**src/rtl/awa_pkg.sv**
```systemverilog
package awa_pkg;

  localparam int unsigned AngleFracBits   = 13;
  localparam int unsigned CordicStagesDef = 16;
  localparam int unsigned TableLen        = 24;

  localparam int unsigned InW  = 16;
  localparam int unsigned OutW = 15;
  localparam int unsigned LenW = 16;
  localparam int unsigned KW   = 32;
  localparam int unsigned RotW = 34;
  localparam int unsigned VecW = 50;

  localparam int unsigned Sh = 30 - AngleFracBits;

  localparam logic signed [RotW-1:0] PiHalfQ30 = 34'sd1686629713;
  localparam logic signed [RotW-1:0] InvGainQ30 = 34'sd652032874;
  localparam logic signed [RotW-1:0] DeadbandQ30 = 34'sd1073742;
  localparam logic signed [RotW-1:0] RoundHalf = RotW'(64'sd1 <<< (Sh - 1));
  localparam int LimInt = (1686629713 + (1 << (Sh - 1))) >>> Sh;
  localparam logic signed [OutW-1:0] Lim = OutW'(LimInt);

  // k = 0.5 in Q16.16 for equal track and wheel base
  localparam logic [KW-1:0] KReset = 32'd32768;
  localparam logic [LenW-1:0] LenReset = 16'd256;

  // register indexes
  localparam logic CfgTrack = 1'b0;
  localparam logic CfgBase  = 1'b1;

  localparam logic signed [RotW-1:0] AtanTab [TableLen] = '{
    34'sd843314857, 34'sd497837829, 34'sd263043837, 34'sd133525159,
    34'sd67021687,  34'sd33543516,  34'sd16775851,  34'sd8388437,
    34'sd4194283,   34'sd2097149,   34'sd1048576,   34'sd524288,
    34'sd262144,    34'sd131072,    34'sd65536,     34'sd32768,
    34'sd16384,     34'sd8192,      34'sd4096,      34'sd2048,
    34'sd1024,      34'sd512,       34'sd256,       34'sd128
  };

  typedef struct packed {
    logic signed [RotW-1:0] x;
    logic signed [RotW-1:0] y;
    logic signed [RotW-1:0] z;
  } rot_t;

  typedef struct packed {
    logic signed [VecW-1:0] x;
    logic signed [VecW-1:0] y;
    logic signed [RotW-1:0] z;
    logic                   spec;
    logic                   spec_nz;
  } vec_t;

  typedef struct packed {
    logic start;
    logic busy;
  } kdiv_ctl_t;

  // round Q30 to the output format and clamp to +-pi/2
  function automatic logic signed [OutW-1:0] fold_out(input logic signed [RotW-1:0] z);
    logic signed [RotW-1:0] r;
    logic signed [RotW-1:0] lim_w;
    logic signed [OutW-1:0] res;
    r = (z + RoundHalf) >>> Sh;
    lim_w = RotW'(Lim);
    if (r > lim_w) begin
      res = Lim;
    end else if (r < -lim_w) begin
      res = -Lim;
    end else begin
      res = r[OutW-1:0];
    end
    return res;
  endfunction

endpackage

```
**src/rtl/awa_vec_cell.sv**
```systemverilog
module awa_vec_cell import awa_pkg::*; #(
  parameter int unsigned Idx = 0
) (
  input  logic clk_i,
  input  logic en_i,
  input  vec_t a_i,
  output vec_t a_o
);

  vec_t d, q;
  logic signed [VecW-1:0] dx, dy;

  always_comb begin
    dx = a_i.y >>> Idx;
    dy = a_i.x >>> Idx;
    d  = a_i;
    if (a_i.y >= 0) begin
      d.x = a_i.x + dx;
      d.y = a_i.y - dy;
      d.z = a_i.z + AtanTab[Idx];
    end else begin
      d.x = a_i.x - dx;
      d.y = a_i.y + dy;
      d.z = a_i.z - AtanTab[Idx];
    end
  end

  always_ff @(posedge clk_i) begin
    if (en_i) begin
      q <= d;
    end
  end

  assign a_o = q;

endmodule

```
**config.mk**
```make
export PLATFORM = sky130hd
export DESIGN_NAME = awa_vec_cell
export DESIGN_NICKNAME = d
export VERILOG_FILES = /design/src/rtl/awa_pkg.sv /design/src/rtl/awa_vec_cell.sv
export SDC_FILE = /design/constraint.sdc
export NUM_CORES = 1
export LEC_CHECK = 0
export BUFFER_PORTS_ARGS = -buffer_cell sky130_fd_sc_hd__buf_2
export CAP_MARGIN = 15
export CORE_UTILIZATION = 43
export CTS_CLUSTER_DIAMETER = 100
export CTS_CLUSTER_SIZE = 30
export DETAILED_ROUTE_END_ITERATION = 10
export SYNTH_ARGS = -nofsm -noshare
export SYNTH_HDL_FRONTEND = slang
export SYNTH_SLANG_ARGS = --single-unit
```
**constraint.sdc**
```tcl
create_clock -name clk_i -period 8.2 [get_ports clk_i]
set_input_delay 1.64 -clock clk_i [delete_from_list [all_inputs] [get_ports clk_i]]
set_output_delay 1.64 -clock clk_i [all_outputs]
set_load 0.03 [all_outputs]
```
==> flow_metrics.env <==
export IMPL_worst_endpoint_required_ns=8.39
export IMPL_cp_max_fo=11
export IMPL_io_buffers=273
export IMPL_syn_inst=1890
export IMPL_fmax_mhz=191.2
export IMPL_num_vias=15225
export IMPL_cap_violations=0
export IMPL_gp_congestion=0.9551
export IMPL_ys_flop_type="edfxtp_1"
export IMPL_cts_sinks=135
export IMPL_worst_pin_slew_ns=1.054
export IMPL_crit_path_cell_trace="buf_2 > inv_1 > ha_1 > or3_4 > or4_4 > o21ai_2 > a41oi_1 > o31ai_2 > a221oi_2 > o31ai_1 > a21oi_1 > xor2_1"
export IMPL_cts_resized=0
export IMPL_critPathCaptureType="flop"
export IMPL_syn_num_nets=2193
export IMPL_die_w_um=189.7
export IMPL_syn_mean_instance_area_sq_um=8.019
export IMPL_slew_viol_final=0
export IMPL_fillers=3510
export IMPL_critPathKind="in -> reg"
export IMPL_detailed_place_hpwl_um=40730
export IMPL_drt_iter0_markers=1538
export IMPL_tns_ns=0
export IMPL_grt_pass1_vias=14204
export IMPL_drt_pass1_iter_count=5
export IMPL_clock_path_buffers=2
export IMPL_synth_seq_cells=135
export IMPL_clk_pin_slew_ns=0.07
export IMPL_status="finished clean"
export IMPL_yosysWarnings=0
export IMPL_synth_area_sq_mm=0.01516
export IMPL_wire_per_inst_um=20.33
export IMPL_die_area_sq_mm=0.03600
export IMPL_postCtsSetupRepairBufs=0
export IMPL_yosysUniqueCellTypes=84
export IMPL_grt_pass1_wl_um=78610
export IMPL_cts_root_buf="clkbuf_16"
export IMPL_grt_overflow_total=0
export IMPL_fin_crit_ns=5.231
export IMPL_hp_class="in -> reg"
export IMPL_final_nets=2393
export IMPL_routed_wl_um=52020
export IMPL_arrival_ns=5.42
export IMPL_drc=0
export IMPL_power_density_mw_per_mm2=176.7
export IMPL_numCtsBuffers=17
export IMPL_leakagePower_nw=7.533
export IMPL_crit_slowest_cell="o31ai_2"
export IMPL_initial_core_util=0.4377
export IMPL_cts_tree="built"
export IMPL_critPathTopFamily="compound AO/OA/AOI/OAI gates"
export IMPL_synth_edf_count=135
export IMPL_area_delta_synth_final_pct=14.28
export IMPL_antenna_found_initial=0
export IMPL_dieHeight_um=189.7
export IMPL_vias_per_cell=5.950
export IMPL_max_stage_delay_ns=0.61
export IMPL_num_rows=68
export IMPL_most_common_layout_cells="271 x buf_2, 245 x a21oi_1, 168 x nor2_1"
export IMPL_cp_num_buf_inv=2
export IMPL_track_usage=0.2824
export IMPL_peakVddDrop_v=0.0001694
export IMPL_ys_seq_area_frac=0.2675
export IMPL_final_setup_viol_count=0
export IMPL_largest_reg_flops=135
export IMPL_cp_start_kind="input port"
export IMPL_rsz0062_at_grt="false"
export IMPL_drive_above_1_share=0.1598
export IMPL_io_pins=274
export IMPL_period_share=0.6379
export IMPL_cts_max_level=4
export IMPL_relSlewSlack=0.2880
export IMPL_final_hold_viol_count=0
export IMPL_grt_max_degree=83
export IMPL_postLayoutCoreUtil=0.5002
export IMPL_cts_hold_buf=0
export IMPL_async_reset_ff_frac=0
export IMPL_core_area_sq_mm=0.03463
export IMPL_antenna_left=0
export IMPL_layout_commonest_cell="buf_2"
-- cell usage after synthesis (6+ instances only) --
master	count	share of area
o31a_1	9	0.0052
o22ai_1	7	0.0029
nor4_1	20	0.0083
nor3b_1	8	0.0040
or3_1	7	0.0029
nand2_1	117	0.029
mux2i_1	29	0.019
inv_1	157	0.039
o21bai_1	49	0.024
xor2_1	27	0.016
and2_1	11	0.0045
a21oi_1	245	0.081
ha_1	162	0.13
a31oi_1	19	0.0078
nor2b_1	21	0.0087
nor3_1	35	0.012
and3_1	8	0.0033
edfxtp_1	135	0.27
o221ai_1	6	0.0035
a21o_1	42	0.021
nand2b_1	19	0.0078
a2111oi_0	6	0.0035
a211oi_1	20	0.0099
nand4_1	30	0.012
o21ai_0	130	0.043
o2111ai_1	7	0.0040
xnor2_1	103	0.060
o211ai_1	8	0.0040
or2_2	9	0.0037
nand3b_1	6	0.0030
o21a_1	16	0.0079
o31ai_1	20	0.0099
buf_1	18	0.0045
clkbuf_1	64	0.016
nand3_1	44	0.015
buf_2	13	0.0043
nor2_1	168	0.042
-- routing by layer --
metal  up-vias  wire length, um  GRT usage
li1       7229                -          -
met1      7179            23180     0.3868
met2       744            23260     0.4487
met3        73             4384    0.05147
met4         0             1198    0.08747
met5         -                0          0
-- final timing paths --
check  cells past startpoint  slack [ns]  startpoint      end
max                       12        2.97     a_i[46]  a_o[69]
min                        1        1.36      a_i[1]   a_o[1]
-- power by group --
part	internal (mW)	switching (mW)
sequential	0.916	0.0330
clock	0.471	0.316
combinational	0.422	0.902
total	1.81	1.25
-- through the flow --
stage	setup WS (ns)	power [mW]	instances	hold slack (ns)	area [sq um]
finish	2.969	3.061	2559	1.364	17320
global route	2.673	3.202	2558	1.360	17320
CTS	3.060	3.059	2558	1.346	17320
detailed placement	2.578	2.264	2526	1.822	16750
global placement	2.614	2.266	2526	1.821	16750
floorplan	2.364	1.863	1890	1.739	15160
-- final cells by class --
class	count	area [sq um]	area share
multi-input combinational	1494	10090	0.5826
tap	455	569.3	0.03287
inverter	163	613.1	0.03540
timing repair buffer	279	1420	0.08199
clock inverter	12	133.9	0.007729
clock buffer	20	436.7	0.02521
antenna	1	2.502	0.0001445
sequential	135	4054	0.2341
-- logic make-up after synthesis --
logic type,Yosys count,synth area share
AOI/OAI and AO/OA,653,0.2696
and+or+nand+nor,516,0.1635
buffers and inverters,261,0.06670
adders and majority gates,165,0.1377
DFF,135,0.2675
xor gates and xnor gates,130,0.07513
muxes,30,0.01990
No activity file was read; power rests on OpenSTA's default activity.
