### src/rtl/awa_pkg.sv
package awa_pkg;

  localparam int unsigned AngleFracBits   = 13;
  localparam int unsigned CordicStagesDef = 16;
  localparam int unsigned TableLen        = 24;

  localparam int unsigned InW  = 16;
  localparam int unsigned OutW = 15;
  localparam int unsigned LenW = 16;
  localparam int unsigned KW   = 32;
  localparam int unsigned RotW = 34;
  localparam int unsigned VecW = 50;

  localparam int unsigned Sh = 30 - AngleFracBits;

  localparam logic signed [RotW-1:0] PiHalfQ30 = 34'sd1686629713;
  localparam logic signed [RotW-1:0] InvGainQ30 = 34'sd652032874;
  localparam logic signed [RotW-1:0] DeadbandQ30 = 34'sd1073742;
  localparam logic signed [RotW-1:0] RoundHalf = RotW'(64'sd1 <<< (Sh - 1));
  localparam int LimInt = (1686629713 + (1 << (Sh - 1))) >>> Sh;
  localparam logic signed [OutW-1:0] Lim = OutW'(LimInt);

  // k = 0.5 in Q16.16 for equal track and wheel base
  localparam logic [KW-1:0] KReset = 32'd32768;
  localparam logic [LenW-1:0] LenReset = 16'd256;

  // register indexes
  localparam logic CfgTrack = 1'b0;
  localparam logic CfgBase  = 1'b1;

  localparam logic signed [RotW-1:0] AtanTab [TableLen] = '{
    34'sd843314857, 34'sd497837829, 34'sd263043837, 34'sd133525159,
    34'sd67021687,  34'sd33543516,  34'sd16775851,  34'sd8388437,
    34'sd4194283,   34'sd2097149,   34'sd1048576,   34'sd524288,
    34'sd262144,    34'sd131072,    34'sd65536,     34'sd32768,
    34'sd16384,     34'sd8192,      34'sd4096,      34'sd2048,
    34'sd1024,      34'sd512,       34'sd256,       34'sd128
  };

  typedef struct packed {
    logic signed [RotW-1:0] x;
    logic signed [RotW-1:0] y;
    logic signed [RotW-1:0] z;
  } rot_t;

  typedef struct packed {
    logic signed [VecW-1:0] x;
    logic signed [VecW-1:0] y;
    logic signed [RotW-1:0] z;
    logic                   spec;
    logic                   spec_nz;
  } vec_t;

  typedef struct packed {
    logic start;
    logic busy;
  } kdiv_ctl_t;

  // round Q30 to the output format and clamp to +-pi/2
  function automatic logic signed [OutW-1:0] fold_out(input logic signed [RotW-1:0] z);
    logic signed [RotW-1:0] r;
    logic signed [RotW-1:0] lim_w;
    logic signed [OutW-1:0] res;
    r = (z + RoundHalf) >>> Sh;
    lim_w = RotW'(Lim);
    if (r > lim_w) begin
      res = Lim;
    end else if (r < -lim_w) begin
      res = -Lim;
    end else begin
      res = r[OutW-1:0];
    end
    return res;
  endfunction

endpackage

### src/rtl/awa_rot_cell.sv
module awa_rot_cell import awa_pkg::*; #(
  parameter int unsigned Idx = 0
) (
  input  logic clk_i,
  input  logic en_i,
  input  rot_t a_i,
  output rot_t a_o
);

  rot_t d, q;
  logic signed [RotW-1:0] dx, dy;

  always_comb begin
    dx = a_i.y >>> Idx;
    dy = a_i.x >>> Idx;
    if (a_i.z >= 0) begin
      d.x = a_i.x - dx;
      d.y = a_i.y + dy;
      d.z = a_i.z - AtanTab[Idx];
    end else begin
      d.x = a_i.x + dx;
      d.y = a_i.y - dy;
      d.z = a_i.z + AtanTab[Idx];
    end
  end

  always_ff @(posedge clk_i) begin
    if (en_i) begin
      q <= d;
    end
  end

  assign a_o = q;

endmodule

### config.mk
export PLATFORM = sky130hd
export DESIGN_NAME = awa_rot_cell
export DESIGN_NICKNAME = d
export VERILOG_FILES = /design/src/rtl/awa_pkg.sv /design/src/rtl/awa_rot_cell.sv
export SDC_FILE = /design/constraint.sdc
export NUM_CORES = 1
export LEC_CHECK = 0
export BUFFER_PORTS_ARGS = -buffer_cell sky130_fd_sc_hd__buf_2
export CAP_MARGIN = 10
export CORE_MARGIN = 2
export CORE_UTILIZATION = 50
export DETAILED_ROUTE_END_ITERATION = 10
export GPL_TIMING_DRIVEN = 0
export PLACE_DENSITY = 0.73
export SLEW_MARGIN = 5
export SYNTH_ARGS = -nofsm -noshare
export SYNTH_HDL_FRONTEND = slang
export SYNTH_SLANG_ARGS = --single-unit
### constraint.sdc
create_clock -name clk_i -period 17.6 [get_ports clk_i]
set_input_delay 3.52 -clock clk_i [delete_from_list [all_inputs] [get_ports clk_i]]
set_output_delay 3.52 -clock clk_i [all_outputs]
set_load 0.05 [all_outputs]
==> results by group <==
Worst setup path
  • Crit path cell chain: buf_2, inv_1, ha_1, nor4b_1, nand4_1, nor4_1, and4_1, nand2b_1, buf_2, buf_2, buf_2, ha_1, a211oi_1, o21bai_1, a211oi_2, a311oi_2, a221o_1, or3_4, a31oi_4, o21ai_2, xor2_1
  • Crit. End Element: register
  • Crit path launch: a_i[33]
  • Crit-path max cell delay: 0.59 ns
  • Crit-path leading delay family: compound AO/OA/AOI/OAI gates
  • Required @ worst endpoint: 17.70 ns
  • Critical path's slowest cell: buf_2
  • Crit-path most repeated cell: buf_2
  • Worst setup SP type: primary input
  • CP Buf/Inv Count: 5
  • Setup CP Type: in -> reg
  • CP max FO: 25
  • Data arrival, critical path: 8.87 ns

CTS
  • Clock sinks: between 100 and 150
  • CTS max path bufs: 2
  • Cts bufs inserted: 9
  • CTS hold repair buffers: 0
  • Clock transition at the registers of the reported paths: roughly 0.07 ns
  • Root buffer cell: clkbuf_16
  • Htree depth: 3
  • Postcts setup bufs: 0
  • Post-CTS sizing: 0
  • CTS tree: yes

GRT
  • Global-route wire length before repair: 52,700 microns
  • Largest net degree at the start of global routing: 57
  • Vias in the first global route: about 9,900
  • Total track usage: between 20 and 30%
  • Initial antenna violation count: 0
  • Gr ovfl total: 0

Synthesis
  • Avg Cell Area, Syn: 8.52 sq um
  • Largest area contributor in the netlist: edfxtp_1
  • Top post-synthesis cells by count: a21oi_1 (139), ha_1 (132), inv_1 (113)
  • Post-synthesis cell type count: 74
  • Post-Syn Nets: between 1,000 and 1,500
  • Post-synth top area share: 28.6%
  • Number of flops mapped to enable cells by yosys: 101
  • Syn Inst Count: 1,245
  • Main flop type after synthesis: edfxtp_1
  • Post-Syn Area: 10,600 sq um
  • Yosys reg bits: slightly above 100
  • Top post-synthesis cells by area: edfxtp_1 (29%), ha_1 (16%), a21oi_1 (6.6%)
  • Sequential fraction of the synthesis area: 28.6%
  • Synth Warn #: 0
  • Top-count cell post-synth: a21oi_1
  • Asr flop ratio synth: 0%

Floorplan
  • Num ports: 206
  • Die area: 22,400 sq um
  • Core Area: ~21,000 sq um
  • Die width: 150 microns
  • Initial core utilization: 50.6%
  • Core Rows: 53
  • DIE HEIGHT: 150 microns

Final layout
  • Area grow syn2layout: 15.7%
  • Register area: 3030 sq um
  • Final instance area: 12,300 sq um
  • Max reg flops: 101
  • FILL cells: 1,927
  • Number of diodes: 0
  • Final nets: 1,702
  • Area of the multi-input gates: between 6000 and 7000 sq um
  • Share of cells above drive strength 1: between 10% and 20%

Power
  • Power Total: about 1 mW
  • Cell Pwr Density: 83.8 nW/um^2
  • Peak supply drop: 0.0466 mV
  • Lkg Pwr: ~5.5 nW

STA
  • # setup viols final: 0
  • Slew margin rel.: 44.0%
  • Hold_ws: 3.51 ns
  • Final hold vios: 0
  • Post-route clock period utilization: about half
  • Tightest Pin Transition: 0.840 ns
  • Minimum clock period after layout: slightly below 9 ns
  • Unrepaired setup endpoints after global routing: no
  • Peak Freq: 114 MHz
  • Setup_tns: 0 ns
  • Slew Limit Fails: 0

Route
  • Routed Antenna Nets: 0
  • 1st-pass router iterations: 6
  • WL final: 34,000 microns
  • Vias after detailed routing: between 10,000 and 15,000
  • DR vias/cell: 6.01
  • Iter 0 DRT Violations: 898
  • # DRC: 0
  • Per-cell routed wire length: about 20 microns

Place
  • PortBufs: 205
  • Placed Instance Area: 12,000 sq um
  • GP Congestion: approximately 0.98
  • HPWL Detailed: approximately 27,000 microns

Job
  • Maxcap violations: 0

Min path
  • Class of the worst hold path: in -> reg
  • Worst hold stages: 2
  • Hold_sp: a_i[0]
  • Hold Crit Endpoint: a_o[0]$_DFFE_PP_

Outcome
  • Status: finished, final reports clean
## power by group
group,leakage (nW),internal [mW],switching (mW)
Clock,0.124,0.0968,0.0996
Sequential,0.989,0.319,0.0109
Combinational,4.40,0.146,0.356
## layout by cell type (no fill, tap or decap), drive strengths merged, types with 13 or more instances in the layout
cell type and n:
a211oi 17, a21o 39, a21oi 140, a31oi 19, buf 230, clkbuf 35
edfxtp 101, ha 132, inv 116, nand2 64, nand2b 26, nand3 17
nor2 109, nor3 22, nor4 13, o21ai 86, o21bai 35, xnor2 74
xor2 17
## kinds of logic after synthesis
family	after synthesis	synth area share [%]
compound gates	423	25.7
xor+xnor	91	7.51
fa+ha+maj	136	16.3
buf+inv	164	6.10
flops	101	28.6
mux	11	1.05
simple gates	319	14.8
## metrics by stage
stage / setup slack, ns / utilization, % / instances
2_1_floorplan: 9.67 / - / 1245
3_3_place_gp: 8.24 / 57.2 / 1725
3_5_place_dp: 8.49 / 57.3 / 1726
4_1_cts: 8.85 / 58.6 / 1742
5_1_grt: 8.58 / 58.6 / 1742
6_report: 8.84 / 58.6 / 1742
## worst max-delay path by stage
stage	to	slack, ns	depth (start not counted)
after floorplan	a_o[29]$_DFFE_PP_	9.67	21
after global placement	a_o[29]$_DFFE_PP_	8.24	22
after detailed placement	a_o[29]$_DFFE_PP_	8.49	21
after CTS	a_o[29]$_DFFE_PP_	8.85	21
after global routing	a_o[33]$_DFFE_PP_	8.58	21
final	a_o[29]$_DFFE_PP_	8.84	21
## area by class of cell
| class | instances | share of cell area (%) |
|---|---|---|
| Timing Repair Buffer | 206 | 8.60 |
| Inverter | 115 | 3.51 |
| Sequential cell | 101 | 24.7 |
| Buffer | 49 | 1.76 |
| Clock buffer | 11 | 1.89 |
| Multi-Input combinational cell | 980 | 56.4 |
| Clock inverter | 5 | 0.295 |
| Tap cell | 275 | 2.80 |
## layer usage
| layer | GRT usage (%) | up-vias | part of all wire [%] |
|---|---|---|---|
| met5 | 0 | - | 0 |
| li1 | - | 4940 | - |
| met2 | 48.1 | 515 | 45 |
| met3 | 3.84 | 82 | 8.4 |
| met1 | 41.7 | 4930 | 44 |
| met4 | 10.2 | 0 | 3.1 |
No activity file was read; power rests on OpenSTA's default activity.
