### src/rtl/awa_pkg.sv
package awa_pkg;

  localparam int unsigned AngleFracBits   = 13;
  localparam int unsigned CordicStagesDef = 16;
  localparam int unsigned TableLen        = 24;

  localparam int unsigned InW  = 16;
  localparam int unsigned OutW = 15;
  localparam int unsigned LenW = 16;
  localparam int unsigned KW   = 32;
  localparam int unsigned RotW = 34;
  localparam int unsigned VecW = 50;

  localparam int unsigned Sh = 30 - AngleFracBits;

  localparam logic signed [RotW-1:0] PiHalfQ30 = 34'sd1686629713;
  localparam logic signed [RotW-1:0] InvGainQ30 = 34'sd652032874;
  localparam logic signed [RotW-1:0] DeadbandQ30 = 34'sd1073742;
  localparam logic signed [RotW-1:0] RoundHalf = RotW'(64'sd1 <<< (Sh - 1));
  localparam int LimInt = (1686629713 + (1 << (Sh - 1))) >>> Sh;
  localparam logic signed [OutW-1:0] Lim = OutW'(LimInt);

  // k = 0.5 in Q16.16 for equal track and wheel base
  localparam logic [KW-1:0] KReset = 32'd32768;
  localparam logic [LenW-1:0] LenReset = 16'd256;

  // register indexes
  localparam logic CfgTrack = 1'b0;
  localparam logic CfgBase  = 1'b1;

  localparam logic signed [RotW-1:0] AtanTab [TableLen] = '{
    34'sd843314857, 34'sd497837829, 34'sd263043837, 34'sd133525159,
    34'sd67021687,  34'sd33543516,  34'sd16775851,  34'sd8388437,
    34'sd4194283,   34'sd2097149,   34'sd1048576,   34'sd524288,
    34'sd262144,    34'sd131072,    34'sd65536,     34'sd32768,
    34'sd16384,     34'sd8192,      34'sd4096,      34'sd2048,
    34'sd1024,      34'sd512,       34'sd256,       34'sd128
  };

  typedef struct packed {
    logic signed [RotW-1:0] x;
    logic signed [RotW-1:0] y;
    logic signed [RotW-1:0] z;
  } rot_t;

  typedef struct packed {
    logic signed [VecW-1:0] x;
    logic signed [VecW-1:0] y;
    logic signed [RotW-1:0] z;
    logic                   spec;
    logic                   spec_nz;
  } vec_t;

  typedef struct packed {
    logic start;
    logic busy;
  } kdiv_ctl_t;

  // round Q30 to the output format and clamp to +-pi/2
  function automatic logic signed [OutW-1:0] fold_out(input logic signed [RotW-1:0] z);
    logic signed [RotW-1:0] r;
    logic signed [RotW-1:0] lim_w;
    logic signed [OutW-1:0] res;
    r = (z + RoundHalf) >>> Sh;
    lim_w = RotW'(Lim);
    if (r > lim_w) begin
      res = Lim;
    end else if (r < -lim_w) begin
      res = -Lim;
    end else begin
      res = r[OutW-1:0];
    end
    return res;
  endfunction

endpackage

### src/rtl/awa_kdiv.sv
module awa_kdiv import awa_pkg::*; (
  input  logic            clk_i,
  input  logic            rst_ni,
  input  logic [LenW-1:0] track_i,
  input  logic [LenW-1:0] base_i,
  input  kdiv_ctl_t       ctl_i,
  output logic            busy_o,
  output logic [KW-1:0]   k_o
);

  logic [LenW-1:0] base_eff;
  logic [KW-1:0]   num_q, quo_q, k_q;
  logic [LenW:0]   den_q, rem_q, rem_d;
  logic [LenW+1:0] trial;
  logic            qbit, busy_q;
  logic [4:0]      cnt_q;

  assign base_eff = (base_i == '0) ? LenW'(1) : base_i;

  always_comb begin
    trial = {rem_q, num_q[KW-1]};
    qbit  = (trial >= {1'b0, den_q});
    rem_d = qbit ? (LenW+1)'(trial - {1'b0, den_q}) : trial[LenW:0];
  end

  always_ff @(posedge clk_i or negedge rst_ni) begin
    if (!rst_ni) begin
      busy_q <= 1'b0;
      cnt_q  <= '0;
      k_q    <= KReset;
    end else if (ctl_i.start) begin
      busy_q <= 1'b1;
      cnt_q  <= '0;
    end else if (busy_q) begin
      cnt_q <= cnt_q + 5'd1;
      if (cnt_q == 5'd31) begin
        busy_q <= 1'b0;
        k_q    <= {quo_q[KW-2:0], qbit};
      end
    end
  end

  // restoring division, one quotient bit a cycle
  always_ff @(posedge clk_i) begin
    if (ctl_i.start) begin
      num_q <= {track_i, 16'b0} + {16'b0, base_eff};
      den_q <= {base_eff, 1'b0};
      rem_q <= '0;
      quo_q <= '0;
    end else if (busy_q) begin
      num_q <= {num_q[KW-2:0], 1'b0};
      rem_q <= rem_d;
      quo_q <= {quo_q[KW-2:0], qbit};
    end
  end

  assign busy_o = busy_q || ctl_i.busy;
  assign k_o    = k_q;

endmodule

### config.mk
export PLATFORM = sky130hd
export DESIGN_NAME = awa_kdiv
export DESIGN_NICKNAME = d
export VERILOG_FILES = /design/src/rtl/awa_pkg.sv /design/src/rtl/awa_kdiv.sv
export SDC_FILE = /design/constraint.sdc
export NUM_CORES = 1
export LEC_CHECK = 0
export ABC_AREA = 1
export ABC_CLOCK_PERIOD_IN_PS = 3020
export BUFFER_PORTS_ARGS = -buffer_cell sky130_fd_sc_hd__buf_2
export CAP_MARGIN = 20
export CORE_MARGIN = 10
export CORE_UTILIZATION = 31
export DETAILED_ROUTE_END_ITERATION = 10
export GPL_TIMING_DRIVEN = 0
export MAX_ROUTING_LAYER = met4
export PLACE_DENSITY = 0.52
export SYNTH_ARGS = -nofsm -noshare
export SYNTH_HDL_FRONTEND = slang
export SYNTH_SLANG_ARGS = --single-unit
### constraint.sdc
create_clock -name clk_i -period 3.02 [get_ports clk_i]
set_input_delay 0.604 -clock clk_i [delete_from_list [all_inputs] [get_ports clk_i]]
set_output_delay 0.604 -clock clk_i [all_outputs]
set_load 0.01 [all_outputs]
==> results.py <==
metrics = {
    "outcome": {
        "status": "finished, final reports clean",
    },
    "clock_tree": {
        "cts_made_buffers": 17,
        "cts_hold_buf": 0,
        "cts_max_path_buffers": 2,
        "clk-insertion-delay-late_ns": 0.42,
        "root_buffer": "clkbuf_16",
        "cts_tree": "built",
        "cts_resized": 0,
        "cts_max_level": 4,
        "cts_setup_buffers": 0,
        "clk_pin_slew_worst_paths_ns": 0.06,
        "cts_num_sinks": 134,
    },
    "timing": {
        "period_needed_ns": 2.065,
        "slew_viol_final": 0,
        "slew-limit-headroom_pct": 41.77,
        "period_share_pct": 68.39,
        "rsz0062_at_grt": "no",
        "hold_viol": 0,
        "setup_viol": 0,
        "finalClockSkew_ns": 0.008178,
        "fmax_ghz": 0.4842,
        "setup_ws_ns": 0.9546,
        "worst_pin_slew_ns": 0.8734,
    },
    "drt": {
        "routed_via_density": 4.332,
        "drtIter0Drc": 217,
        "firstDrtPassIters": 5,
        "wl_per_cell_um": 13.05,
        "ant_nets": 0,
        "drc": 0,
        "num_vias": 4804,
        "wirelength_um": 14470,
    },
    "finish": {
        "area_growth_pct": 20.90,
        "stdcell_area_mm2": 0.007556,
        "fin_nets": 886,
        "fillerInstances": 2074,
        "layout-drive-gt1-share_pct": 16.00,
        "n_antenna_cell": 0,
    },
    "grt": {
        "grt_pass1_wl_um": 24610,
        "antenna_found_initial": 0,
        "grt_pass1_vias": 4957,
        "overflow": 0,
        "gr-usage-all-layers_pct": 11.91,
        "grt_max_degree": 39,
    },
    "pwr": {
        "power_density_mw_per_mm2": 800.9,
        "power.total_w": 0.006051,
        "switching_share_pct": 33.41,
        "leakage_nw": 3.598,
        "p_int_w": 0.004030,
        "irDropWorstVdd_uv": 417.3,
        "netSwitchingPower_w": 0.002022,
        "p_comb_share_pct": 28.8,
        "seqPwrFrac_pct": 36.0,
        "p_clk_share_pct": 35.3,
    },
    "worst_setup_path": {
        "path_max_fanout": 10,
        "cp.arrival_ns": 2.36,
        "critPathLaunchType": "register",
        "critPathKind": "reg -> reg",
        "cp.required_ns": 3.32,
        "cp-end-kind": "register",
    },
    "synth": {
        "synth_area_per_cell_um2": 8.411,
        "synth_area_mm2": 0.006250,
        "yosysWarnings": 0,
        "synth.net_count": 798,
        "ys_types": 34,
        "postSynthCellCount": 743,
        "synth-seq-cells": 134,
        "synth_seq_area_share_pct": 53.67,
    },
    "placed_design": {
        "place_area_mm2": 0.006943,
        "pre_cts_slack_ns": 0.5044,
        "numPortBuffers": 68,
        "gp_congestion": 0.8371,
        "hpwl_um": 10900,
    },
    "job": {
        "cap_violations": 0,
    },
    "floorplan": {
        "pin_count": 69,
        "start_util_pct": 31.80,
        "dieArea_mm2": 0.02624,
        "die_w_um": 162.0,
        "core_mm2": 0.01965,
        "rows": 51,
        "dieHeight_um": 162.0,
    },
    "worst_hold_path": {
        "worstHoldPathType": "in -> async",
    },
}
[kinds of logic (layout without fill, tap and decap cells)]
group	after synthesis	after routing	share of synthesized area [%]
adder cells (fa/ha/maj)	19	19	3.924
buffers and inverters	162	263	10.17
AO/OA/AOI/OAI	95	95	8.288
flip-flops	134	134	53.67
XOR/XNOR	7	7	0.9810
AND/OR/NAND/NOR	326	326	22.96
[area by class of cell]
cell class                      count  area [um^2]  share of cell area [%]
Inverter                          122        457.9                   6.061
Tap cell                          265        331.6                   4.388
Buffer                             40        178.9                   2.368
Sequential cell                   134         3354                   44.39
Clock buffer                       18        450.4                   5.961
Timing Repair Buffer               69        360.3                   4.769
Clock inverter                     14        162.7                   2.153
Multi-Input combinational cell    447         2260                   29.91
[path summary, 6_finish.rpt]
check / start / end / slack (ns) / cells after the start
setup / recovery: den_q[12] / rem_q[4] / 0.95 / 13
setup reg to reg: den_q[12] / rem_q[4] / 0.95 / 13
min in group clk_i: quo_q[1] / quo_q[1] / 0.45 / 2
hold / removal: rst_ni / k_o[9] / 0.31 / 1
max in group asynchronous: rst_ni / cnt_q[3] / 2.16 / 1
hold reg to reg: quo_q[1] / quo_q[1] / 0.45 / 2
[registers in the layout, indices dropped and copies added, names as in the netlist]
signal  cells
rem_q      17
cnt_q       5
den_q      16
k_o        32
quo_q      31
busy_q      1
num_q      32
[synthesized netlist by cell type (all sizes together)]
cell type    n  area share [%]
a21oi        8            0.64
xor2         1            0.14
nand3       48             4.3
nand2      238              15
nor3         2            0.16
xnor2        6            0.84
edfxtp      48              23
nand3b       4            0.48
inv        122             7.3
ha          18             3.6
o22ai       28             2.8
nand4        7            0.70
or2          2            0.20
nor4         4            0.40
clkbuf      30             1.8
fa           1            0.32
dfstp        1            0.42
buf         10             1.0
dfxtp       48              15
o21ai       57             4.6
dfrtp       37              15
nor2        21             1.9
a22o         2            0.28
[worst max-delay path: stages, from the launching register on]
cell	delay [ns]
edfxtp_1	0.38
inv_1	0.06
ha_1	0.35
nand2_1	0.13
inv_1	0.05
nand2_1	0.06
nand2_1	0.06
nand2_1	0.06
nand2_1	0.07
nor2_4	0.24
buf_6	0.21
nand3_1	0.10
nand3_1	0.09
o21ai_0	0.08
[stage by stage]
step / hold slack (ns) / TNS (ns) / utilization [%] / cells
after global routing: 0.3796 / 0 / 38.45 / 1109
after detailed placement: 0.4422 / 0 / 35.33 / 1077
after global placement: 0.4375 / -27.84 / 35.22 / 1076
after floorplan: 0.3084 / 0 / - / 743
after CTS: 0.3340 / 0 / 38.45 / 1109
final: 0.3054 / 0 / 38.45 / 1109
[cell usage in the layout (no fill, tap or decap), types with 3 or more instances in the layout]
cell type	instances
a21oi_1	8
buf_1	3
buf_2	72
buf_6	3
clkbuf_1	29
clkbuf_16	18
dfrtp_1	37
dfxtp_1	48
edfxtp_1	48
ha_1	18
inv_1	117
inv_2	5
inv_4	3
inv_6	4
nand2_1	233
nand2_2	3
nand3_1	42
nand3_2	6
nand3b_1	4
nand4_1	7
nor2_1	13
nor2_2	4
nor2_4	4
nor4_1	4
o21ai_0	55
o22ai_1	28
xnor2_1	6
[layer usage]
metal	vias to the layer above	track usage [%]	routed length (um)
met3	13	2.679	484
met1	2177	15.38	7174
li1	2548	-	-
met2	66	17.91	6602
met4	0	4.384	205
met5	-	-	0
[power by group through the flow]
stage	registers (W)	clock network [W]	logic, W
CTS	0.00218	0.00218	0.00176
finish	0.00218	0.00213	0.00174
global placement	0.00221	0	0.00175
floorplan	0.00220	0	0.00136
detailed placement	0.00221	0	0.00175
global route	0.00220	0.00226	0.00200
No activity file was read; power rests on OpenSTA's default activity.
